### src/hw/rtl/ntoc_pkg.sv
// ntoc_pkg: shared types, constants and the count table for the note to
// oscillator count block. No dependencies.
`timescale 1ns / 1ps

package ntoc_pkg;

  localparam int NoteW  = 7;
  localparam int BendW  = 14;
  localparam int CountW = 16;
  localparam int PitchW = 16;
  localparam int ShiftW = 4;
  localparam int IdxW   = 7;
  localparam int FracW  = 8;
  localparam int ProdW  = CountW + FracW;

  localparam logic signed [PitchW-1:0] OctaveSteps = PitchW'(12 << 7);
  localparam logic signed [PitchW-1:0] LowestPitch = PitchW'(16 << 7);

  typedef enum logic [2:0] {
    ST_IDLE,
    ST_REDUCE,
    ST_LOOKUP,
    ST_INTERP,
    ST_FINISH
  } state_e;

  typedef struct packed {
    logic load;
    logic reduce;
    logic lookup;
    logic interp;
    logic finish;
  } dp_cmd_t;

  typedef struct packed {
    logic in_range;
  } dp_status_t;

  function automatic logic [CountW-1:0] count_table(input logic [IdxW-1:0] idx);
    logic [CountW-1:0] v;
    case (idx)
      7'd0:  v = 16'd60675;  7'd1:  v = 16'd60238;  7'd2:  v = 16'd59805;
      7'd3:  v = 16'd59374;  7'd4:  v = 16'd58947;  7'd5:  v = 16'd58523;
      7'd6:  v = 16'd58102;  7'd7:  v = 16'd57684;  7'd8:  v = 16'd57269;
      7'd9:  v = 16'd56857;  7'd10: v = 16'd56448;  7'd11: v = 16'd56042;
      7'd12: v = 16'd55639;  7'd13: v = 16'd55239;  7'd14: v = 16'd54841;
      7'd15: v = 16'd54447;  7'd16: v = 16'd54055;  7'd17: v = 16'd53666;
      7'd18: v = 16'd53280;  7'd19: v = 16'd52897;  7'd20: v = 16'd52516;
      7'd21: v = 16'd52138;  7'd22: v = 16'd51763;  7'd23: v = 16'd51391;
      7'd24: v = 16'd51021;  7'd25: v = 16'd50654;  7'd26: v = 16'd50290;
      7'd27: v = 16'd49928;  7'd28: v = 16'd49569;  7'd29: v = 16'd49212;
      7'd30: v = 16'd48858;  7'd31: v = 16'd48506;  7'd32: v = 16'd48157;
      7'd33: v = 16'd47811;  7'd34: v = 16'd47467;  7'd35: v = 16'd47125;
      7'd36: v = 16'd46786;  7'd37: v = 16'd46450;  7'd38: v = 16'd46116;
      7'd39: v = 16'd45784;  7'd40: v = 16'd45455;  7'd41: v = 16'd45128;
      7'd42: v = 16'd44803;  7'd43: v = 16'd44481;  7'd44: v = 16'd44161;
      7'd45: v = 16'd43843;  7'd46: v = 16'd43527;  7'd47: v = 16'd43214;
      7'd48: v = 16'd42903;  7'd49: v = 16'd42595;  7'd50: v = 16'd42288;
      7'd51: v = 16'd41984;  7'd52: v = 16'd41682;  7'd53: v = 16'd41382;
      7'd54: v = 16'd41084;  7'd55: v = 16'd40789;  7'd56: v = 16'd40495;
      7'd57: v = 16'd40204;  7'd58: v = 16'd39915;  7'd59: v = 16'd39628;
      7'd60: v = 16'd39343;  7'd61: v = 16'd39060;  7'd62: v = 16'd38779;
      7'd63: v = 16'd38500;  7'd64: v = 16'd38223;  7'd65: v = 16'd37948;
      7'd66: v = 16'd37675;  7'd67: v = 16'd37404;  7'd68: v = 16'd37134;
      7'd69: v = 16'd36867;  7'd70: v = 16'd36602;  7'd71: v = 16'd36339;
      7'd72: v = 16'd36077;  7'd73: v = 16'd35818;  7'd74: v = 16'd35560;
      7'd75: v = 16'd35304;  7'd76: v = 16'd35050;  7'd77: v = 16'd34798;
      7'd78: v = 16'd34548;  7'd79: v = 16'd34299;  7'd80: v = 16'd34052;
      7'd81: v = 16'd33807;  7'd82: v = 16'd33564;  7'd83: v = 16'd33323;
      7'd84: v = 16'd33083;  7'd85: v = 16'd32845;  7'd86: v = 16'd32609;
      7'd87: v = 16'd32374;  7'd88: v = 16'd32141;  7'd89: v = 16'd31910;
      7'd90: v = 16'd31680;  7'd91: v = 16'd31452;  7'd92: v = 16'd31226;
      7'd93: v = 16'd31002;  7'd94: v = 16'd30779;  7'd95: v = 16'd30557;
      7'd96: v = 16'd30337;
      default: v = 16'd30337;
    endcase
    return v;
  endfunction

endpackage

### src/hw/rtl/ntoc_if.sv
// ntoc_in_if / ntoc_out_if: valid/ready channels for note input and count output.
// Depends on ntoc_pkg.
`timescale 1ns / 1ps

interface ntoc_in_if import ntoc_pkg::*; ();
  logic                     valid;
  logic                     ready;
  logic        [NoteW-1:0]  note;
  logic signed [BendW-1:0]  pitch_bend;

  modport source (output valid, output note, output pitch_bend, input ready);
  modport sink   (input valid, input note, input pitch_bend, output ready);
endinterface

interface ntoc_out_if import ntoc_pkg::*; ();
  logic              valid;
  logic              ready;
  logic [CountW-1:0] osc_count;

  modport source (output valid, output osc_count, input ready);
  modport sink   (input valid, input osc_count, output ready);
endinterface

### src/hw/rtl/ntoc_ctrl.sv
// ntoc_ctrl: sequencing state machine and output valid flag.
// Depends on ntoc_pkg.
`timescale 1ns / 1ps

module ntoc_ctrl import ntoc_pkg::*; (
  input  logic       clk_i,
  input  logic       rst_ni,
  input  logic       in_valid_i,
  output logic       in_ready_o,
  output logic       out_valid_o,
  input  logic       out_ready_i,
  input  dp_status_t status_i,
  output dp_cmd_t    cmd_o
);

  state_e state_q, state_d;
  logic   out_valid_q, out_valid_d;
  logic   out_free;

  assign out_free = !out_valid_q || out_ready_i;

  always_comb begin
    state_d = state_q;
    case (state_q)
      ST_IDLE: begin
        if (in_valid_i) state_d = ST_REDUCE;
      end
      ST_REDUCE: begin
        if (status_i.in_range) state_d = ST_LOOKUP;
      end
      ST_LOOKUP: state_d = ST_INTERP;
      ST_INTERP: state_d = ST_FINISH;
      ST_FINISH: begin
        if (out_free) state_d = ST_IDLE;
      end
      default: state_d = ST_IDLE;
    endcase
  end

  always_comb begin
    cmd_o       = '0;
    in_ready_o  = 1'b0;
    case (state_q)
      ST_IDLE: begin
        in_ready_o  = 1'b1;
        cmd_o.load  = in_valid_i;
      end
      ST_REDUCE: cmd_o.reduce = !status_i.in_range;
      ST_LOOKUP: cmd_o.lookup = 1'b1;
      ST_INTERP: cmd_o.interp = 1'b1;
      ST_FINISH: cmd_o.finish = out_free;
      default: ;
    endcase
  end

  always_comb begin
    out_valid_d = out_valid_q;
    if (out_ready_i) out_valid_d = 1'b0;
    if (cmd_o.finish) out_valid_d = 1'b1;
  end

  assign out_valid_o = out_valid_q;

  always_ff @(posedge clk_i or negedge rst_ni) begin
    if (!rst_ni) begin
      state_q     <= ST_IDLE;
      out_valid_q <= 1'b0;
    end else begin
      state_q     <= state_d;
      out_valid_q <= out_valid_d;
    end
  end

endmodule

### src/hw/rtl/ntoc_dp.sv
// ntoc_dp: pitch, octave reduction, table interpolation and shift datapath.
// Depends on ntoc_pkg.
`timescale 1ns / 1ps

module ntoc_dp import ntoc_pkg::*; (
  input  logic                    clk_i,
  input  dp_cmd_t                 cmd_i,
  output dp_status_t              status_o,
  input  logic        [NoteW-1:0] note_i,
  input  logic signed [BendW-1:0] pitch_bend_i,
  output logic       [CountW-1:0] osc_count_o
);

  logic signed [PitchW-1:0] pitch_q, pitch_d;
  logic        [ShiftW-1:0] shifts_q, shifts_d;
  logic        [CountW-1:0] count_q, next_q;
  logic        [FracW-1:0]  frac_q;
  logic        [ProdW-1:0]  prod_q;
  logic        [CountW-1:0] res_q;

  logic signed [BendW-1:0]  bend_sh;
  logic signed [PitchW-1:0] note_ext, bend_ext, pitch_init;
  logic                     pitch_neg, pitch_ge;
  logic        [IdxW-1:0]   idx;
  logic        [CountW-1:0] diff, interp;

  assign bend_sh    = pitch_bend_i >>> 5;
  assign bend_ext   = {{(PitchW-BendW){bend_sh[BendW-1]}}, bend_sh};
  assign note_ext   = {{(PitchW-NoteW-7){1'b0}}, note_i, 7'b0};
  assign pitch_init = note_ext + bend_ext - LowestPitch;

  assign pitch_neg  = pitch_q[PitchW-1];
  assign pitch_ge   = !pitch_neg && (pitch_q >= OctaveSteps);
  assign status_o.in_range = !pitch_neg && !pitch_ge;

  always_comb begin
    pitch_d  = pitch_q;
    shifts_d = shifts_q;
    if (cmd_i.load) begin
      pitch_d  = pitch_init;
      shifts_d = '0;
    end else if (cmd_i.reduce) begin
      if (pitch_neg) begin
        pitch_d = pitch_q + OctaveSteps;
      end else if (pitch_ge) begin
        pitch_d  = pitch_q - OctaveSteps;
        shifts_d = shifts_q + ShiftW'(1);
      end
    end
  end

  assign idx    = pitch_q[10:4];
  assign diff   = count_q - next_q;
  assign interp = count_q - prod_q[ProdW-1:FracW];

  always_ff @(posedge clk_i) begin
    pitch_q  <= pitch_d;
    shifts_q <= shifts_d;
    if (cmd_i.lookup) begin
      count_q <= count_table(idx);
      next_q  <= count_table(IdxW'(idx + IdxW'(1)));
      frac_q  <= {pitch_q[3:0], 4'b0};
    end
    if (cmd_i.interp) prod_q <= diff * frac_q;
    if (cmd_i.finish) res_q <= interp >> shifts_q;
  end

  assign osc_count_o = res_q;

endmodule

### src/hw/rtl/note_to_oscillator_count_top.sv
// note_to_oscillator_count_top: note and pitch bend to oscillator timer count.
// Depends on ntoc_pkg, ntoc_if, ntoc_ctrl, ntoc_dp.
//
//   Channel      Dir  Payload                         Handshake
//   note_in_i    in   note[6:0], pitch_bend[13:0]     valid/ready
//   count_out_o  out  osc_count[15:0]                 valid/ready
//
// One transaction at a time, run through REDUCE, LOOKUP, INTERP and FINISH;
// time in REDUCE is set by the octave reduction loop (one add or subtract
// of 1536 per cycle, up to 9). The next input is taken only back in idle.
// Reset clears the controller and output valid; the datapath holds no reset.
// The result sits in an output register; the next input is taken while it
// waits, and the controller stalls before writing the register again.
`timescale 1ns / 1ps

module note_to_oscillator_count_top import ntoc_pkg::*; (
  input  logic          clk_i,
  input  logic          rst_ni,
  ntoc_in_if.sink       note_in_i,
  ntoc_out_if.source    count_out_o
);

  dp_cmd_t    cmd;
  dp_status_t status;

  ntoc_ctrl u_ctrl (
    .clk_i       (clk_i),
    .rst_ni      (rst_ni),
    .in_valid_i  (note_in_i.valid),
    .in_ready_o  (note_in_i.ready),
    .out_valid_o (count_out_o.valid),
    .out_ready_i (count_out_o.ready),
    .status_i    (status),
    .cmd_o       (cmd)
  );

  ntoc_dp u_dp (
    .clk_i        (clk_i),
    .cmd_i        (cmd),
    .status_o     (status),
    .note_i       (note_in_i.note),
    .pitch_bend_i (note_in_i.pitch_bend),
    .osc_count_o  (count_out_o.osc_count)
  );

endmodule
### src/flat_wrapper.sv
// flat-port wrapper written by rule: the top's interface ports become plain ports
module note_to_oscillator_count_top_flat import ntoc_pkg::*;
  (clk_i, rst_ni, note_in_i_valid, note_in_i_note, note_in_i_pitch_bend, note_in_i_ready, count_out_o_valid, count_out_o_osc_count, count_out_o_ready);
  ntoc_in_if note_in_i_i ();
  ntoc_out_if count_out_o_i ();
  input  logic clk_i;
  input  logic rst_ni;
  input wire logic [$bits(note_in_i_i.valid)-1:0] note_in_i_valid;
  input wire logic [$bits(note_in_i_i.note)-1:0] note_in_i_note;
  input wire logic [$bits(note_in_i_i.pitch_bend)-1:0] note_in_i_pitch_bend;
  output wire logic [$bits(note_in_i_i.ready)-1:0] note_in_i_ready;
  output wire logic [$bits(count_out_o_i.valid)-1:0] count_out_o_valid;
  output wire logic [$bits(count_out_o_i.osc_count)-1:0] count_out_o_osc_count;
  input wire logic [$bits(count_out_o_i.ready)-1:0] count_out_o_ready;
  assign note_in_i_i.valid = note_in_i_valid;
  assign note_in_i_i.note = note_in_i_note;
  assign note_in_i_i.pitch_bend = note_in_i_pitch_bend;
  assign note_in_i_ready = note_in_i_i.ready;
  assign count_out_o_valid = count_out_o_i.valid;
  assign count_out_o_osc_count = count_out_o_i.osc_count;
  assign count_out_o_i.ready = count_out_o_ready;
  note_to_oscillator_count_top u_core (.clk_i(clk_i), .rst_ni(rst_ni), .note_in_i(note_in_i_i), .count_out_o(count_out_o_i));
endmodule
### config.mk
export PLATFORM = sky130hd
export DESIGN_NAME = note_to_oscillator_count_top_flat
export DESIGN_NICKNAME = d
export VERILOG_FILES = /design/src/hw/rtl/ntoc_pkg.sv /design/src/hw/rtl/ntoc_if.sv /design/src/hw/rtl/ntoc_ctrl.sv /design/src/hw/rtl/ntoc_dp.sv /design/src/hw/rtl/note_to_oscillator_count_top.sv /design/src/flat_wrapper.sv
export SDC_FILE = /design/constraint.sdc
export NUM_CORES = 1
export LEC_CHECK = 0
export BUFFER_PORTS_ARGS = -buffer_cell sky130_fd_sc_hd__buf_2
export CAP_MARGIN = 20
export CORE_ASPECT_RATIO = 0.6
export CORE_MARGIN = 2
export CORE_UTILIZATION = 30
export CTS_CLUSTER_DIAMETER = 60
export DETAILED_ROUTE_END_ITERATION = 8
export PLACE_DENSITY = 0.54
export SYNTH_ARGS = -nofsm -noshare
export SYNTH_HDL_FRONTEND = slang
export SYNTH_SLANG_ARGS = --single-unit
### constraint.sdc
create_clock -name clk_i -period 7.2 [get_ports clk_i]
set_input_delay 0.72 -clock clk_i [delete_from_list [all_inputs] [get_ports clk_i]]
set_output_delay 0.72 -clock clk_i [all_outputs]
set_load 0.05 [all_outputs]
==> results.toml <==
[cells_and_area]
syn_to_final_growth_pct = 7.86
drive_above_1_share = 0.0751
postLayoutCoreUtil = 0.331
final_nets = 1591
fill_cells = 4042

[critical_path]
start_kind = "flip-flop"
path_class = "flip-flop to flip-flop"
cp_data_required_time_ps = 7310
arrival_ps = 5760
reg2reg_depth = 23
r2r-end = "u_core.u_dp.prod_q[22]"
r2r_start = "u_core.u_dp.count_q[0]"
critPathMaxFanout = 4
rrSetupSlack_ps = 1550
crit_path_end_kind = "flip-flop"

[clock_tree]
postCtsHoldBufs = 0
clock_path_buffers = 2
cts_tree = "built"
post_cts_buffers = 0
htreeDepth = 3
ctsResizeCount = 0
clk_pin_slew_ps = 70
numCtsBuffers = 9
clock_tree.root_cell = "clkbuf_16"
cts_num_sinks = 92
clk-insertion-delay-late_ps = 350

[timing]
post-route-min-period_ps = 5650
grt_setup_unrepaired = "false"
fin_skew_ps = 12.4
max_freq_mhz = 177
setup_viol = 0
worst_pin_slew_ps = 1050
slew_headroom = 0.291
slew_viol_final = 0
fin_crit_sh = 0.785
tns_ps = 0
hold_viol_final = 0

[synth]
yosysTopAreaCellShare = 0.217
synthDistinctLibCells = 86
netlist_area_um2 = 11600
yosysSeqAreaShare = 0.232
netlist_top_cells_area = "edfxtp_1 (22%), ha_1 (11%), a21oi_1 (5.6%)"
synthFlopType = "edfxtp_1"
avgSynthCellArea_um2 = 7.93
synth_top_area_cell = "edfxtp_1"
syn-instance-count = 1469
synth-edff-count = 84
ys_warn_count = 0
synth_seq_cells = 92
async_reset_ff_frac = 0.0435
syn_nets = 1626

[floorplan]
ios = 43
core-area_um2 = 38000
die_area_um2 = 40500
die_w_um = 258
start_util = 0.307
rows = 55
dieHeight_um = 157

[detailed_routing]
first_pass_iters = 5
wl_um = 35400
antenna_left = 0
wl_per_cell_um = 18.1
detail_route.iter0.violations = 1298
routed_via_density = 5.55
via_count = 10800
drc = 0

[grt]
grt.overflow.total = 0
grt_pass1_vias = 9978
grtUsageTotal = 0.174
grt_max_degree = 68
grt_pass1_wl_um = 56300
antenna_found_initial = 2

[status]
outcome = "finished clean"

[pwr]
peakVddDrop_uv = 136
leakage_nw = 5.03
cellPowerDensity_nw_per_um2 = 311

[placement]
port-buffer-count = 37
routabilityCongestion = 0.908
dp_hpwl_um = 26200

[hold_path]
hold_class = "input pin to async pin"

[flow_run]
max_cap_viol_count = 0
==> routing by layer <==
layer,global-route usage,vias to the layer above,share of wire
met5,0,-,0
met4,0.0306,0,0.0082
met3,0.0369,28,0.085
met2,0.243,393,0.40
met1,0.273,5161,0.51
li1,-,5266,-
==> layout by cell type, fill, tap and decap left out, types with 34 or more instances in the layout <==
cell type,count
nor2_1,113
a211oi_1,34
xnor2_1,37
nor3_1,38
a21oi_1,130
edfxtp_1,84
buf_2,37
inv_1,106
nand2_1,144
and2_1,41
o21ai_0,105
ha_1,100
==> flip-flops by register name, indices dropped and copies added (netlist names) <==
register and flops:
u_core.u_dp.frac_q 4, u_core.u_ctrl.state_q 3, u_core.u_dp.osc_count_o 16, u_core.u_dp.prod_q 16, u_core.u_dp.pitch_q 16, u_core.u_ctrl.out_valid_o 1, u_core.u_dp.shifts_q 4, u_core.u_dp.count_q 16
u_core.u_dp.next_q 16
==> Yosys cell counts, drive strengths merged, types with 19 or more instances <==
library cell    n
mux2i          24
ha            100
edfxtp         84
buf            23
o211ai         34
a211oi         34
o22ai          24
a31oi          20
nand2         144
and2           42
o21ai         106
a21oi         131
clkbuf         84
nand3          33
xor2           19
xnor2          42
nor3           39
fa             32
inv           106
nor2          114
nand2b         20
==> power by group <==
group | switching (W) | internal, W
logic | 0.00164 | 0.000921
registers | 0.000112 | 0.000774
clock network | 0.000220 | 0.000238
total | 0.00197 | 0.00193
==> cell type report <==
| cell class | count | area (um^2) | share of cell area |
|---|---|---|---|
| multi-input cells | 1160 | 8160 | 0.650 |
| flip-flops and latches | 92 | 2700 | 0.215 |
| well taps | 513 | 642 | 0.0511 |
| inverters | 110 | 413 | 0.0329 |
| repair buffers | 61 | 365 | 0.0291 |
| clock buffers | 10 | 229 | 0.0182 |
| clock inverters | 6 | 47.5 | 0.00378 |
| diodes | 1 | 2.50 | 0.000199 |
==> critical path, cell delays in order, from the launching register on <==
cell,delay [ps]
edfxtp_1,330
inv_1,70
ha_1,230
fa_1,400
nor2b_1,110
o21ai_0,90
nand2b_1,110
a21oi_1,110
o21ai_0,250
a21oi_1,120
xnor2_1,180
and2_1,200
fa_1,540
inv_1,50
fa_1,470
inv_1,40
ha_1,210
or4_4,550
o211ai_2,190
a21oi_2,100
a41o_1,290
or4_1,430
and2_2,210
xor2_1,130
==> worst max-delay path by stage <==
stage                                 from                      to  slack (ps)  depth (start not counted)
floorplan           u_core.u_dp.count_q[0]  u_core.u_dp.prod_q[22]        1950                         23
global placement    u_core.u_dp.count_q[1]  u_core.u_dp.prod_q[22]        1610                         22
detailed placement  u_core.u_dp.count_q[0]  u_core.u_dp.prod_q[22]        1560                         23
CTS                 u_core.u_dp.count_q[0]  u_core.u_dp.prod_q[22]        1540                         23
global route        u_core.u_dp.count_q[0]  u_core.u_dp.prod_q[22]        1110                         23
finish              u_core.u_dp.count_q[0]  u_core.u_dp.prod_q[22]        1550                         23
==> cells by family after synthesis <==
family / Yosys count / synth area share
AOI/OAI and AO/OA: 472 / 0.264
and+or+nand+nor: 463 / 0.190
buffers and inverters: 217 / 0.0712
adders and majority gates: 132 / 0.162
DFF: 92 / 0.232
xor gates and xnor gates: 61 / 0.0465
muxes: 32 / 0.0332
==> metrics by stage <==
step | power (W) | cells | instance area (um^2) | worst slack, ps | hold slack [ps]
after floorplan | 0.00273 | 1469 | 11600 | 1950 | 400
after global placement | 0.00337 | 1936 | 12300 | 1610 | 406
after detailed placement | 0.00339 | 1936 | 12300 | 1560 | 405
after CTS | 0.00386 | 1952 | 12600 | 1540 | 148
after global routing | 0.00422 | 1952 | 12600 | 1110 | 147
final | 0.00391 | 1953 | 12600 | 1550 | 156
(Power assumes the default switching activity.)
